===== src/hdl/vector_unpack_format_converter_macros.svh =====
// assertion helpers used by vufc_merge
// each macro expects clk and rst_n in the scope where it is used
`ifndef VECTOR_UNPACK_FORMAT_CONVERTER_MACROS_SVH
`define VECTOR_UNPACK_FORMAT_CONVERTER_MACROS_SVH

// same-cycle implication, checked out of reset
`define VUFC_ASSERT_NOW(label, ante, cons) \
  label: assert property (@(posedge clk) disable iff (!rst_n) (ante) |-> (cons)) \
    else $error("vufc check failed");

// next-cycle implication, checked out of reset
`define VUFC_ASSERT_NEXT(label, ante, cons) \
  label: assert property (@(posedge clk) disable iff (!rst_n) (ante) |=> (cons)) \
    else $error("vufc check failed");

`endif


===== src/hdl/vufc_pkg.sv =====
package vufc_pkg;

  localparam int unsigned LANES   = 4;
  localparam int unsigned LANE_W  = 2;
  localparam int unsigned WORD_W  = 32;
  localparam int unsigned CMD_W   = 3;
  localparam int unsigned IDX_W   = 3;
  localparam int unsigned MASK_W  = LANES;
  localparam int unsigned IN_DW   = 2 * LANES * WORD_W;
  localparam int unsigned OUT_DW  = LANES * WORD_W;

  // unpack formats
  localparam logic [CMD_W-1:0] CMD_V4_32 = 3'd0;
  localparam logic [CMD_W-1:0] CMD_V4_16 = 3'd1;
  localparam logic [CMD_W-1:0] CMD_V4_8  = 3'd2;
  localparam logic [CMD_W-1:0] CMD_V3_32 = 3'd3;
  localparam logic [CMD_W-1:0] CMD_V3_16 = 3'd4;
  localparam logic [CMD_W-1:0] CMD_V2_32 = 3'd5;
  localparam logic [CMD_W-1:0] CMD_V1_32 = 3'd6;

  // register indexes
  localparam logic [IDX_W-1:0] REG_ZERO_EXTEND = 3'd0;
  localparam logic [IDX_W-1:0] REG_FILL_Y      = 3'd1;
  localparam logic [IDX_W-1:0] REG_FILL_Z      = 3'd2;
  localparam logic [IDX_W-1:0] REG_FILL_W      = 3'd3;
  localparam logic [IDX_W-1:0] REG_WRITE_MASK  = 3'd4;

  localparam logic [WORD_W-1:0] FILL_W_RESET = 32'h3F80_0000;
  localparam logic [MASK_W-1:0] MASK_ALL     = 4'hF;

  // where a lane takes its new word from
  typedef enum logic [2:0] {
    SEL_RAW,
    SEL_W16,
    SEL_W8,
    SEL_FILL,
    SEL_OLD
  } lane_sel_t;

  typedef struct packed {
    lane_sel_t sel;
    logic      wr;
    logic      zext;
  } lane_ctl_t;

  typedef logic [LANES-1:0][WORD_W-1:0] quad_t;

  function automatic lane_sel_t lane_sel(logic [CMD_W-1:0] cmd, logic [LANE_W-1:0] lane);
    lane_sel_t s;
    unique case (cmd)
      CMD_V4_32: s = SEL_RAW;
      CMD_V4_16: s = SEL_W16;
      CMD_V4_8:  s = SEL_W8;
      CMD_V3_32: s = (lane == 2'd3) ? SEL_FILL : SEL_RAW;
      CMD_V3_16: s = (lane == 2'd3) ? SEL_FILL : SEL_W16;
      CMD_V2_32: s = (lane >= 2'd2) ? SEL_FILL : SEL_RAW;
      CMD_V1_32: s = (lane >= 2'd1) ? SEL_FILL : SEL_RAW;
      default:   s = SEL_OLD;
    endcase
    return s;
  endfunction

endpackage


===== src/hdl/vufc_lane.sv =====
module vufc_lane
  import vufc_pkg::*;
(
  input  lane_ctl_t         ctl,
  input  logic [WORD_W-1:0] src,
  input  logic [WORD_W-1:0] old,
  input  logic [WORD_W-1:0] fill,
  output logic [WORD_W-1:0] res
);

  logic [WORD_W-1:0] nv;
  logic              ext16;
  logic              ext8;

  assign ext16 = !ctl.zext && src[15];
  assign ext8  = !ctl.zext && src[7];

  always_comb begin
    unique case (ctl.sel)
      SEL_RAW:  nv = src;
      SEL_W16:  nv = {{16{ext16}}, src[15:0]};
      SEL_W8:   nv = {{24{ext8}}, src[7:0]};
      SEL_FILL: nv = fill;
      default:  nv = old;
    endcase
  end

  // cleared mask bit keeps the previous lane
  assign res = ctl.wr ? nv : old;

endmodule


===== src/hdl/vufc_merge.sv =====
`include "vector_unpack_format_converter_macros.svh"

module vufc_merge
  import vufc_pkg::*;
(
  input  logic              clk,
  input  logic              rst_n,
  input  logic              in_valid,
  output logic              in_ready,
  input  quad_t             in_quad,
  input  logic              in_last,
  output logic              out_tvalid,
  input  logic              out_tready,
  output logic [OUT_DW-1:0] out_tdata,
  output logic              out_tlast
);

  logic  out_valid_r, out_valid_nxt;
  logic  skid_valid_r, skid_valid_nxt;
  quad_t out_quad_r, out_quad_nxt;
  logic  out_last_r, out_last_nxt;
  quad_t skid_quad_r, skid_quad_nxt;
  logic  skid_last_r, skid_last_nxt;
  logic  accept;
  logic  drain;

  assign in_ready = !skid_valid_r;
  assign accept   = in_valid && in_ready;
  assign drain    = out_tready || !out_valid_r;

  always_comb begin
    out_valid_nxt  = out_valid_r;
    skid_valid_nxt = skid_valid_r;
    out_quad_nxt   = out_quad_r;
    out_last_nxt   = out_last_r;
    skid_quad_nxt  = skid_quad_r;
    skid_last_nxt  = skid_last_r;
    if (drain) begin
      if (skid_valid_r) begin
        out_valid_nxt  = 1'b1;
        out_quad_nxt   = skid_quad_r;
        out_last_nxt   = skid_last_r;
        skid_valid_nxt = 1'b0;
      end else begin
        out_valid_nxt = accept;
        out_quad_nxt  = in_quad;
        out_last_nxt  = in_last;
      end
    end else if (accept) begin
      skid_valid_nxt = 1'b1;
      skid_quad_nxt  = in_quad;
      skid_last_nxt  = in_last;
    end
  end

  always_ff @(posedge clk) begin
    if (!rst_n) begin
      out_valid_r  <= 1'b0;
      skid_valid_r <= 1'b0;
    end else begin
      out_valid_r  <= out_valid_nxt;
      skid_valid_r <= skid_valid_nxt;
    end
  end

  always_ff @(posedge clk) begin
    out_quad_r  <= out_quad_nxt;
    out_last_r  <= out_last_nxt;
    skid_quad_r <= skid_quad_nxt;
    skid_last_r <= skid_last_nxt;
  end

  assign out_tvalid = out_valid_r;
  assign out_tdata  = out_quad_r;
  assign out_tlast  = out_last_r;

  `VUFC_ASSERT_NOW(a_skid_behind_out, skid_valid_r, out_valid_r)
  `VUFC_ASSERT_NEXT(a_stall_fills_skid, accept && out_valid_r && !out_tready, skid_valid_r)
  `VUFC_ASSERT_NEXT(a_skid_moves_up, skid_valid_r && out_tready,
                    out_valid_r && !skid_valid_r && out_quad_r == $past(skid_quad_r))

endmodule


===== src/hdl/vector_unpack_format_converter.sv =====
// vector unpack format converter: each input transaction carries one source
// vector (up to four raw elements), an unpack format on in_tuser and the old
// destination quadword; the block widens 16- and 8-bit elements by sign or
// zero extension, fills the Y, Z and W lanes a format does not supply from
// the fill registers, and blends new and old lanes under the four-bit write
// mask, giving one 4x32 quadword per transaction. format code 7 returns the
// old quadword unchanged. while the skid stage is empty one transaction is
// taken per clock; the four lanes work side by side combinationally and the
// result is registered; the skid stage holds one more result as the consumer stalls.
// indexes beyond the list are ignored. the user writes configuration through
// cfg_we only while no transaction is in flight; the block does not enforce it.
module vector_unpack_format_converter
  import vufc_pkg::*;
(
  input  logic              clk,
  input  logic              rst_n,
  // input stream
  input  logic              in_tvalid,
  output logic              in_tready,
  // src_a, src_b, src_c, src_d, old_x, old_y, old_z, old_w (32 bits each)
  input  logic [IN_DW-1:0]  in_tdata,
  // cmd (unpack format)
  input  logic [CMD_W-1:0]  in_tuser,
  // end_in
  input  logic              in_tlast,
  // result stream
  output logic              out_tvalid,
  input  logic              out_tready,
  // out_x, out_y, out_z, out_w (32 bits each)
  output logic [OUT_DW-1:0] out_tdata,
  // end_out
  output logic              out_tlast,
  // configuration writes
  input  logic              cfg_we,
  input  logic [IDX_W-1:0]  cfg_idx,
  input  logic [WORD_W-1:0] cfg_wdata
);

  // configuration registers
  logic              zero_extend_r;
  logic [WORD_W-1:0] fill_y_r;
  logic [WORD_W-1:0] fill_z_r;
  logic [WORD_W-1:0] fill_w_r;
  logic [MASK_W-1:0] write_mask_r;

  always_ff @(posedge clk) begin
    if (!rst_n) begin
      zero_extend_r <= 1'b0;
      fill_y_r      <= '0;
      fill_z_r      <= '0;
      fill_w_r      <= FILL_W_RESET;
      write_mask_r  <= MASK_ALL;
    end else if (cfg_we) begin
      unique case (cfg_idx)
        REG_ZERO_EXTEND: zero_extend_r <= cfg_wdata[0];
        REG_FILL_Y:      fill_y_r      <= cfg_wdata;
        REG_FILL_Z:      fill_z_r      <= cfg_wdata;
        REG_FILL_W:      fill_w_r      <= cfg_wdata;
        REG_WRITE_MASK:  write_mask_r  <= cfg_wdata[MASK_W-1:0];
        default: ;
      endcase
    end
  end

  // split the transaction into source and old lanes
  quad_t src_q;
  quad_t old_q;
  quad_t fill_q;
  quad_t res_q;

  assign src_q  = in_tdata[OUT_DW-1:0];
  assign old_q  = in_tdata[IN_DW-1:OUT_DW];
  // lane x is never filled
  assign fill_q = {fill_w_r, fill_z_r, fill_y_r, {WORD_W{1'b0}}};

  // one converter per lane, all driven by the same format code
  for (genvar g = 0; g < LANES; g++) begin : g_lane
    lane_ctl_t ctl;

    always_comb begin
      ctl.sel  = lane_sel(in_tuser, LANE_W'(g));
      ctl.wr   = write_mask_r[g] && (ctl.sel != SEL_OLD);
      ctl.zext = zero_extend_r;
    end

    vufc_lane u_lane (
      .ctl  (ctl),
      .src  (src_q[g]),
      .old  (old_q[g]),
      .fill (fill_q[g]),
      .res  (res_q[g])
    );
  end

  // gather the lanes into the output register and skid stage
  vufc_merge u_merge (
    .clk        (clk),
    .rst_n      (rst_n),
    .in_valid   (in_tvalid),
    .in_ready   (in_tready),
    .in_quad    (res_q),
    .in_last    (in_tlast),
    .out_tvalid (out_tvalid),
    .out_tready (out_tready),
    .out_tdata  (out_tdata),
    .out_tlast  (out_tlast)
  );

endmodule

===== config.mk =====
export PLATFORM = sky130hd
export DESIGN_NAME = vector_unpack_format_converter
export DESIGN_NICKNAME = d
export VERILOG_FILES = /design/src/hdl/vufc_pkg.sv /design/src/hdl/vufc_lane.sv /design/src/hdl/vufc_merge.sv /design/src/hdl/vector_unpack_format_converter.sv
export VERILOG_INCLUDE_DIRS = /design/src /design/src/hdl
export SDC_FILE = /design/constraint.sdc
export NUM_CORES = 1
export LEC_CHECK = 0
export BUFFER_PORTS_ARGS = -buffer_cell sky130_fd_sc_hd__buf_2
export CAP_MARGIN = 40
export CORE_MARGIN = 2
export CORE_UTILIZATION = 40
export CTS_CLUSTER_SIZE = 28
export DETAILED_ROUTE_END_ITERATION = 10
export PLACE_DENSITY = 0.6
export SETUP_SLACK_MARGIN = 0.1
export SLEW_MARGIN = 10
export SYNTH_ARGS = -nofsm -noshare
export SYNTH_HDL_FRONTEND = slang
export SYNTH_SLANG_ARGS = --single-unit

===== constraint.sdc =====
create_clock -name clk -period 19.3 [get_ports clk]
set_input_delay 1.93 -clock clk [delete_from_list [all_inputs] [get_ports clk]]
set_output_delay 1.93 -clock clk [all_outputs]
set_load 0.05 [all_outputs]

==> results of run 1 <==
==> flip-flops by register name (all words and copies together), names as in the netlist <==
register              flops
u_merge.skid_last_r       1
write_mask_r              4
u_merge.skid_valid_r      1
u_merge.skid_quad_r     128
fill_y_r                 32
u_merge.out_tlast         1
u_merge.out_tvalid        1
fill_w_r                 32
u_merge.out_tdata       128
zero_extend_r             1
fill_z_r                 32
==> worst max-delay path, stage by stage <==
cell,delay [ns]
buf_4,0.46
buf_4,0.63
nand3_1,0.65
and2_1,0.38
buf_4,0.27
mux2_4,0.36
mux2_2,0.26
==> kinds of logic after synthesis <==
family                    Yosys count  synth area share, %
AOI/OAI and AO/OA                 421                 18.5
and+or+nand+nor                   532                 13.1
muxes                              87                 5.61
DFF                               361                 58.1
buffers and inverters             139                 4.04
xor gates and xnor gates            6                0.622
==> metrics by stage <==
step / worst slack (ns) / std cells
global route: 14.34 / 2509
finish: 14.54 / 2510
floorplan: 3.69 / 1546
detailed placement: 13.99 / 2424
global placement: 14.07 / 2418
CTS: 14.59 / 2504
==> final timing paths <==
kind | start | end | depth (start not counted)
worst max-delay path | in_tuser[2] | u_merge.out_tdata[5] | 7
worst max register to register | u_merge.out_tvalid | u_merge.skid_quad_r[16] | 3
worst min-delay path | fill_y_r[14] | fill_y_r[14] | 2
worst min register to register | fill_y_r[14] | fill_y_r[14] | 2
==> where the power goes <==
part	switching [µW]	internal, µW	total (µW)
clock network	322	474	796
logic	283	118	401
registers	18.0	900	918
total	623	1490	2120
==> Yosys cell counts, types with 4 or more instances <==
master     instances
and2_1             9
dfxtp_1          103
a2bb2oi_1          8
nor4bb_1           8
o22a_1             8
o31ai_1           40
mux2_4             4
o211ai_1           7
o21a_1            24
nand2_1          322
o32ai_1            8
nor3_1            18
a21oi_1           49
o32a_1             8
mux2_2            45
o22ai_1           64
a21boi_0          90
inv_1             17
buf_2             21
a31oi_1           49
edfxtp_1         258
nand2b_1          19
buf_6             14
a221oi_1          15
buf_4              8
o21ai_0            8
o21ba_2           15
o2111ai_1          5
nor2_1           134
clkbuf_1          75
mux2i_1           38
o2111ai_2         10
==> final cells by class <==
cell class / instances / area (µm²) / area share [%]
clock buffer: 65 / 1250 / 6.01
clock inverter: 15 / 123 / 0.589
tap: 539 / 674 / 3.24
inverter: 20 / 77.6 / 0.373
timing repair buffer: 458 / 2440 / 11.7
antenna: 6 / 15.0 / 0.0721
multi-input combinational: 1046 / 6420 / 30.8
sequential: 361 / 9810 / 47.2
==> metal layers <==
| layer | vias to the layer above | global-route usage, % | share of wire (%) |
|---|---|---|---|
| li1 | 6468 | - | - |
| met1 | 6626 | 32.6 | 43 |
| met2 | 535 | 40.3 | 47 |
| met3 | 110 | 5.49 | 7.3 |
| met4 | 14 | 8.85 | 2.9 |
| met5 | - | 0 | 0.17 |
==> flow_metrics.env, run 1 <==
export IMPL_yosysSeqAreaShare_pct=58.1
export IMPL_slew_headroom_pct=40.5
export IMPL_detail_route_wl_per_cell_um=22.0
export IMPL_final_common_cell="buf_2"
export IMPL_avgSynthCellArea_um2=10.9
export IMPL_die_h_um=210
export IMPL_p_per_area_nw_per_um2=102
export IMPL_viasPerCell=5.48
export IMPL_tns_ns=0
export IMPL_synth_seq_cells=361
export IMPL_rows=75
export IMPL_drv_slew=0
export IMPL_grt_pass1_wl_um=82800
export IMPL_cts_resized=0
export IMPL_io_pins=431
export IMPL_final_util_pct=49.7
export IMPL_antenna_found_initial=13
export IMPL_hold_slack_ns=0.463
export IMPL_io_buffers=430
export IMPL_clock_root_buffer="clkbuf_16"
export IMPL_power_leakage_uw=0.00807
export IMPL_drtPass1Iterations=6
export IMPL_setup_viol=0
export IMPL_final_cell_mix="buf_2, nand2_1, edfxtp_1, nor2_1, dfxtp_1"
export IMPL_start_util_pct=40.4
export IMPL_layout_min_cycle_time_ns=4.76
export IMPL_drc=0
export IMPL_syn_area_um2=16900
export IMPL_antenna_left=0
export IMPL_nets=2231
export IMPL_outcome="finished clean"
export IMPL_final_hold_viol_count=0
export IMPL_synth_nets=1846
export IMPL_grt_usage_pct=24.7
export IMPL_grt_max_degree=83
export IMPL_p_total_uw=2120
export IMPL_clkSinkCount=361
export IMPL_stdcell_area_um2=20800
export IMPL_die_width_um=210
export IMPL_skew_ns=0.0137
export IMPL_hold_path_class="flip-flop to flip-flop"
export IMPL_rsz0062_at_grt="no"
export IMPL_crit_arrival_ns=5.07
export IMPL_post_route_period_util_pct=24.7
export IMPL_max_cap_violations=0
export IMPL_yosys_warnings=0
export IMPL_max_clock_freq_mhz=210
export IMPL_synth_edf_count=258
export IMPL_required_ns=19.60
export IMPL_crit_path_max_fanout=67
export IMPL_synthToLayoutAreaGrowth_pct=23.2
export IMPL_cts_max_level=2
export IMPL_cts_buffers=44
export IMPL_synthCells=1546
export IMPL_wirelength_um=55300
export IMPL_start_kind="primary input"
export IMPL_irDropWorstVdd_v=0.0000638
export IMPL_synthFlopType="edfxtp_1"
export IMPL_n_fill_cell=3845
export IMPL_yosysTopAreaCellShare_pct=45.8
export IMPL_path_class="primary input to flip-flop"
export IMPL_overflow=0
export IMPL_ctsHoldBuffers=0
export IMPL_vias=13753
export IMPL_clock_latency_ns=0.55
export IMPL_grt_pass1_vias=13864
export IMPL_yosys_area_top_type="edfxtp_1"
export IMPL_dp_hpwl_um=38800
export IMPL_die_area_um2=43900
export IMPL_tightest_slew_ns=0.892
export IMPL_path_clk_slew_ns=0.05
export IMPL_cts_setup_buffers=0
export IMPL_place_gp_congestion=0.851
export IMPL_cts_buffer_depth=3
export IMPL_core_area_um2=41900
export IMPL_drive_gt1_share_pct=31.2
export IMPL_dpl_cell_area_um2=19400
export IMPL_crit_path_end_kind="flip-flop"
export IMPL_ys_types=59
export IMPL_r2r_slack_ns=16.72
export IMPL_synthTopCellsByArea="edfxtp_1, dfxtp_1, nand2_1, a21boi_0, mux2_2"
export IMPL_synthArstFlopShare_pct=0
export IMPL_cts_tree="yes"
export IMPL_drtIter0Drc=1015
(Power assumes the default switching activity.)
==> inputs of run 2 (changes only) <==
ABC_AREA = 1   (was unset)
PLACE_DENSITY = 0.62   (was 0.6)
clock period = 4.2 ns   (was 19.3 ns; I/O delays follow)
==> flow_metrics.env, run 2 <==
export IMPL_synthArstFlopShare_pct=0
export IMPL_hold_path_class="primary input to flip-flop"
export IMPL_cts_tree="yes"
export IMPL_antenna_left=0
export IMPL_dpl_cell_area_um2=20000
export IMPL_yosysMostFrequentCell="nand2_1"
export IMPL_power_leakage_uw=0.00959
export IMPL_required_ns=3.78
export IMPL_crit_path_end_kind="output pin"
export IMPL_multi_input_area_um2=6500
export IMPL_die_h_um=212
export IMPL_internal_power_uw=6710
export IMPL_path_class="flip-flop to output pin"
export IMPL_synthToLayoutAreaGrowth_pct=23.1
export IMPL_grt_usage_pct=23.9
export IMPL_n_fill_cell=4187
export IMPL_antenna_found_initial=17
export IMPL_final_cells=2969
export IMPL_synth_compound_area_share_pct=6.30
export IMPL_crit_arrival_ns=2.16
export IMPL_grt_pass1_vias=14248
export IMPL_viasPerCell=5.01
export IMPL_synth_seq_cells=361
export IMPL_yosys_warnings=0
export IMPL_pwr_share_seq_pct=44.1
export IMPL_synth_top_family_by_area="simple AND/OR/NAND/NOR gates"
export IMPL_start_kind="flip-flop"
export IMPL_drc=0
export IMPL_skew_ns=0.0172
export IMPL_cts_resized=0
export IMPL_cts_buffer_depth=3
export IMPL_final_util_pct=49.7
export IMPL_start_util_pct=40.4
export IMPL_irDropWorstVdd_v=0.000270
export IMPL_drv_slew=0
export IMPL_io_buffers=430
export IMPL_synth_common_cells="nand2_1, edfxtp_1, nand3_1, nor2_1"
export IMPL_detail_route_wl_per_cell_um=18.5
export IMPL_yosys_area_share_simple_pct=31.1
export IMPL_final_hold_viol_count=0
export IMPL_power_switching_uw=2910
export IMPL_dp_cells=2880
export IMPL_synthFlopType="edfxtp_1"
export IMPL_cts_max_level=2
export IMPL_synthXorXnorAreaFrac_pct=0
export IMPL_outcome="finished clean"
export IMPL_p_per_area_nw_per_um2=451
export IMPL_hold_slack_ns=0.0920
export IMPL_vias=14874
export IMPL_post_route_period_util_pct=61.4
export IMPL_pwr_share_clk_pct=36.2
export IMPL_max_clock_freq_mhz=388
export IMPL_dp_hpwl_um=39700
export IMPL_cts_setup_buffers=0
export IMPL_setup_viol=0
export IMPL_yosys_area_top_type="edfxtp_1"
export IMPL_drtIter0Drc=1168
export IMPL_yosysTopAreaCellShare_pct=44.8
export IMPL_drive_gt1_share_pct=24.9
export IMPL_p_total_uw=9620
export IMPL_synthAdderAreaFrac_pct=0
export IMPL_crit_path_max_fanout=57
export IMPL_nets=2638
export IMPL_wirelength_um=55100
export IMPL_core_area_um2=42900
export IMPL_die_area_um2=45000
export IMPL_synthCells=1946
export IMPL_avgSynthCellArea_um2=8.89
export IMPL_synthTopCellsByArea="edfxtp_1, dfxtp_1, nand2_1, nand3_1, nor2_1"
export IMPL_rows=76
export IMPL_die_width_um=212
export IMPL_synth_edf_count=258
export IMPL_final_cell_mix="nand2_1, buf_2, edfxtp_1, nand3_1, nor2_1"
export IMPL_clock_root_buffer="clkbuf_16"
export IMPL_overflow=0
export IMPL_ctsHoldBuffers=0
export IMPL_path_clk_slew_ns=0.06
export IMPL_tightest_slew_ns=0.897
export IMPL_ys_types=41
export IMPL_cts_buffers=41
export IMPL_swShare_pct=30.3
export IMPL_synth_nets=2246
export IMPL_slew_headroom_pct=40.2
export IMPL_rsz0062_at_grt="no"
export IMPL_seq_area_um2=9820
export IMPL_grt_pass1_wl_um=81100
export IMPL_muxShareOfSynthArea_pct=0
export IMPL_grt_max_degree=89
export IMPL_syn_area_um2=17300
export IMPL_io_pins=431
export IMPL_layout_min_cycle_time_ns=2.58
export IMPL_yosysSeqAreaShare_pct=56.7
export IMPL_clock_latency_ns=0.55
export IMPL_final_common_cell="nand2_1"
export IMPL_stdcell_area_um2=21300
export IMPL_clkSinkCount=361
export IMPL_drtPass1Iterations=7
export IMPL_max_cap_violations=0
export IMPL_p_comb_share_pct=19.8
export IMPL_place_gp_congestion=0.861
[run 2: cell count changes in the layout (fill, tap and decap cells not counted), moves of 33 or more]
cell      previous run  this run
nor2_1             133       178
a31oi_1             49         9
mux2_2              45         0
o21ai_0              8        69
o22ai_1             64         0
a21boi_0            90         0
or2_1                0        67
mux2i_1             38         0
nand2_1            322       547
o31ai_1             40         0
nand3_1              3       251
or2_0                0        33
inv_1               17       102
[run 2: final cells by class]
| type | count | area share (%) |
|---|---|---|
| Multi-Input combinational cell | 1365 | 30.5 |
| Sequential cell | 361 | 46.1 |
| Antenna cell | 13 | 0.153 |
| Inverter | 113 | 2.05 |
| Timing Repair Buffer | 456 | 11.7 |
| Clock buffer | 65 | 5.69 |
| Clock inverter | 11 | 0.417 |
| Tap cell | 585 | 3.43 |
[run 2: worst max-delay path, cell delays in order (launching register included)]
cell     delay [ns]
dfxtp_4        0.80
inv_4          0.36
buf_2          0.34
[run 2: final timing paths]
| check | cells after the start | to | slack [ns] | from |
|---|---|---|---|---|
| max | 2 | in_tready | 1.62 | u_merge.skid_valid_r |
| min | 1 | u_merge.skid_last_r | 0.09 | in_tlast |
| min reg2reg | 2 | fill_y_r[25] | 0.46 | fill_y_r[25] |
| max reg2reg | 4 | u_merge.out_tdata[6] | 1.88 | u_merge.skid_valid_r |
[run 2: cell families (layout without fill, tap and decap cells)]
family	Yosys count	in the layout
other	0	13
buffers and inverters	220	645
and+or+nand+nor	1171	1171
AOI/OAI and AO/OA	194	194
DFF	361	361
[run 2: through the flow]
step	setup TNS (ns)	setup slack, ns
4_1_cts	0	1.56
3_3_place_gp	0	1.41
6_report	0	1.62
3_5_place_dp	0	1.58
2_1_floorplan	-56.14	-0.435
5_1_grt	0	1.54
[run 2: per-layer routing]
layer	vias to the layer above	wire, µm	GRT usage (%)
li1	7237	-	-
met1	6959	23400	31.3
met2	574	26300	39.3
met3	96	3950	4.59
met4	8	1430	8.62
met5	-	53	0
[run 2: power by group through the flow]
| stage | clock network, µW | logic, µW | registers [µW] |
|---|---|---|---|
| 2_1_floorplan | 0 | 676 | 4970 |
| 3_3_place_gp | 0 | 1860 | 4310 |
| 3_5_place_dp | 0 | 1900 | 4310 |
| 4_1_cts | 3560 | 1910 | 4240 |
| 5_1_grt | 3690 | 2050 | 4260 |
| 6_report | 3480 | 1900 | 4240 |
==> inputs of run 3 (changes only) <==
ABC_AREA = 0   (was 1)
PLACE_DENSITY = 0.6   (was 0.62)
clock period = 2.5 ns   (was 4.2 ns; I/O delays follow)
==> flow_metrics.env, run 3 (same netlist as run 1, synthesis figures left out) <==
export IMPL_clock_root_buffer="clkbuf_16"
export IMPL_required_ns=2.25
export IMPL_min_path_cells=3
export IMPL_synthToLayoutAreaGrowth_pct=29.4
export IMPL_hold_path_class="primary input to flip-flop"
export IMPL_start_kind="flip-flop"
export IMPL_cts_resized=0
export IMPL_antenna_left=0
export IMPL_rr_startpoint="zero_extend_r"
export IMPL_final_hold_viol_count=0
export IMPL_stdcell_area_um2=21900
export IMPL_viasPerCell=5.42
export IMPL_drive_gt1_share_pct=30.5
export IMPL_place_gp_congestion=0.844
export IMPL_max_clock_freq_mhz=437
export IMPL_crit_path_max_fanout=36
export IMPL_start_util_pct=40.4
export IMPL_final_util_pct=52.3
export IMPL_path_class="flip-flop to output pin"
export IMPL_slowest_stage="inv_4"
export IMPL_grt_pass1_vias=13870
export IMPL_wirelength_um=55900
export IMPL_max_stage_delay_ns=0.45
export IMPL_drtIter0Drc=945
export IMPL_pwr_share_seq_pct=43.7
export IMPL_vias=14169
export IMPL_cp_cell_sequence="inv_4 > buf_4 > buf_2"
export IMPL_cts_setup_buffers=0
export IMPL_dp_hpwl_um=39200
export IMPL_drc=0
export IMPL_crit_path_end_kind="output pin"
export IMPL_internal_power_uw=11400
export IMPL_rsz0062_at_grt="no"
export IMPL_grt_max_degree=132
export IMPL_post_route_period_util_pct=91.5
export IMPL_pwr_share_clk_pct=36.1
export IMPL_rows=75
export IMPL_setup_viol=0
export IMPL_max_cap_violations=0
export IMPL_io_buffers=430
export IMPL_clkSinkCount=361
export IMPL_drtPass1Iterations=5
export IMPL_cts_buffer_depth=3
export IMPL_io_pins=431
export IMPL_dpl_cell_area_um2=19700
export IMPL_swShare_pct=29.6
export IMPL_reg2reg_depth=5
export IMPL_final_common_cell="buf_2"
export IMPL_cts_buffers=42
export IMPL_clock_latency_ns=0.57
export IMPL_nets=2336
export IMPL_antenna_found_initial=15
export IMPL_skew_ns=0.0105
export IMPL_p_comb_share_pct=20.2
export IMPL_die_h_um=210
export IMPL_cts_tree="yes"
export IMPL_core_area_um2=41900
export IMPL_r2r_end="u_merge.out_tdata[30]"
export IMPL_worstHoldStart="in_tdata[220]"
export IMPL_outcome="finished clean"
export IMPL_grt_usage_pct=24.9
export IMPL_p_per_area_nw_per_um2=740
export IMPL_die_area_um2=43900
export IMPL_grt_pass1_wl_um=82900
export IMPL_ctsHoldBuffers=84
export IMPL_final_cell_mix="buf_2, nand2_1, edfxtp_1, nor2_1, dfxtp_1"
export IMPL_path_clk_slew_ns=0.06
export IMPL_cts_max_level=2
export IMPL_tightest_slew_ns=0.860
export IMPL_crit_arrival_ns=2.04
export IMPL_die_width_um=210
export IMPL_r2r_slack_ns=0.42
export IMPL_power_switching_uw=4800
export IMPL_hold_end="u_merge.skid_quad_r[92]"
export IMPL_power_leakage_uw=0.00852
export IMPL_slew_headroom_pct=41.1
export IMPL_overflow=0
export IMPL_drv_slew=0
export IMPL_layout_min_cycle_time_ns=2.29
export IMPL_irDropWorstVdd_v=0.000685
export IMPL_detail_route_wl_per_cell_um=21.4
run 3: changes by cell type in the layout (fill, tap and decap cells not counted), sizes merged, moves of 76 or more:
| cell | delta |
|---|---|
| inv | -92 |
| or2 | -105 |
| nand2 | -244 |
| dlygate4sd3 | +84 |
| a21boi | +76 |
| nand3 | -269 |
run 3: worst max path at each step:
| stage | startpoint | cells after the start | slack (ns) | endpoint |
|---|---|---|---|---|
| floorplan | u_merge.out_tvalid | 2 | -2.65 | u_merge.skid_last_r |
| global placement | in_tuser[2] | 7 | 0.28 | u_merge.out_tdata[94] |
| detailed placement | in_tuser[2] | 7 | 0.27 | u_merge.out_tdata[94] |
| CTS | u_merge.skid_valid_r | 3 | 0.16 | in_tready |
| global route | u_merge.skid_valid_r | 3 | 0.12 | in_tready |
| finish | u_merge.skid_valid_r | 3 | 0.21 | in_tready |
run 3: power groups by stage:
stage | combinational, µW | sequential [µW] | clock [µW]
6_report | 3270 | 7080 | 5850
5_1_grt | 3470 | 7110 | 6200
4_1_cts | 3280 | 7080 | 5980
3_5_place_dp | 3160 | 7200 | 0
3_3_place_gp | 3130 | 7200 | 0
2_1_floorplan | 1080 | 8290 | 0
run 3: cell type report:
class / instances / area, µm²
Antenna cell: 6 / 15.0
Fill cell: 3758 / 20000
Timing Repair Buffer: 565 / 3570
Multi-Input combinational cell: 1046 / 6430
Tap cell: 539 / 674
Inverter: 20 / 77.6
Clock inverter: 11 / 93.8
Sequential cell: 361 / 9820
Clock buffer: 66 / 1200
run 3: critical path: cells and delay by family (launching register included):
kind | cells | cell delay, ns
flip-flops | 1 | 0.41
buffers and inverters | 3 | 1.03
run 3: through the flow:
step / std cells / hold slack [ns] / total power, µW / setup TNS (ns) / setup slack, ns
2_1_floorplan: 1546 / 0.349 / 9370 / -342.43 / -2.65
3_3_place_gp: 2446 / 0.446 / 10300 / 0 / 0.276
3_5_place_dp: 2447 / 0.450 / 10400 / 0 / 0.265
4_1_cts: 2608 / 0.000252 / 16300 / 0 / 0.161
5_1_grt: 2613 / 0.0124 / 16800 / 0 / 0.119
6_report: 2614 / 0.0132 / 16200 / 0 / 0.213
run 3: layer usage:
layer,global-route usage (%),routed length (µm),vias up
met5,0,120,-
met4,6.77,1170,20
met3,6.58,4150,94
met2,41.1,26300,529
met1,32.4,24100,6863
li1,-,-,6663
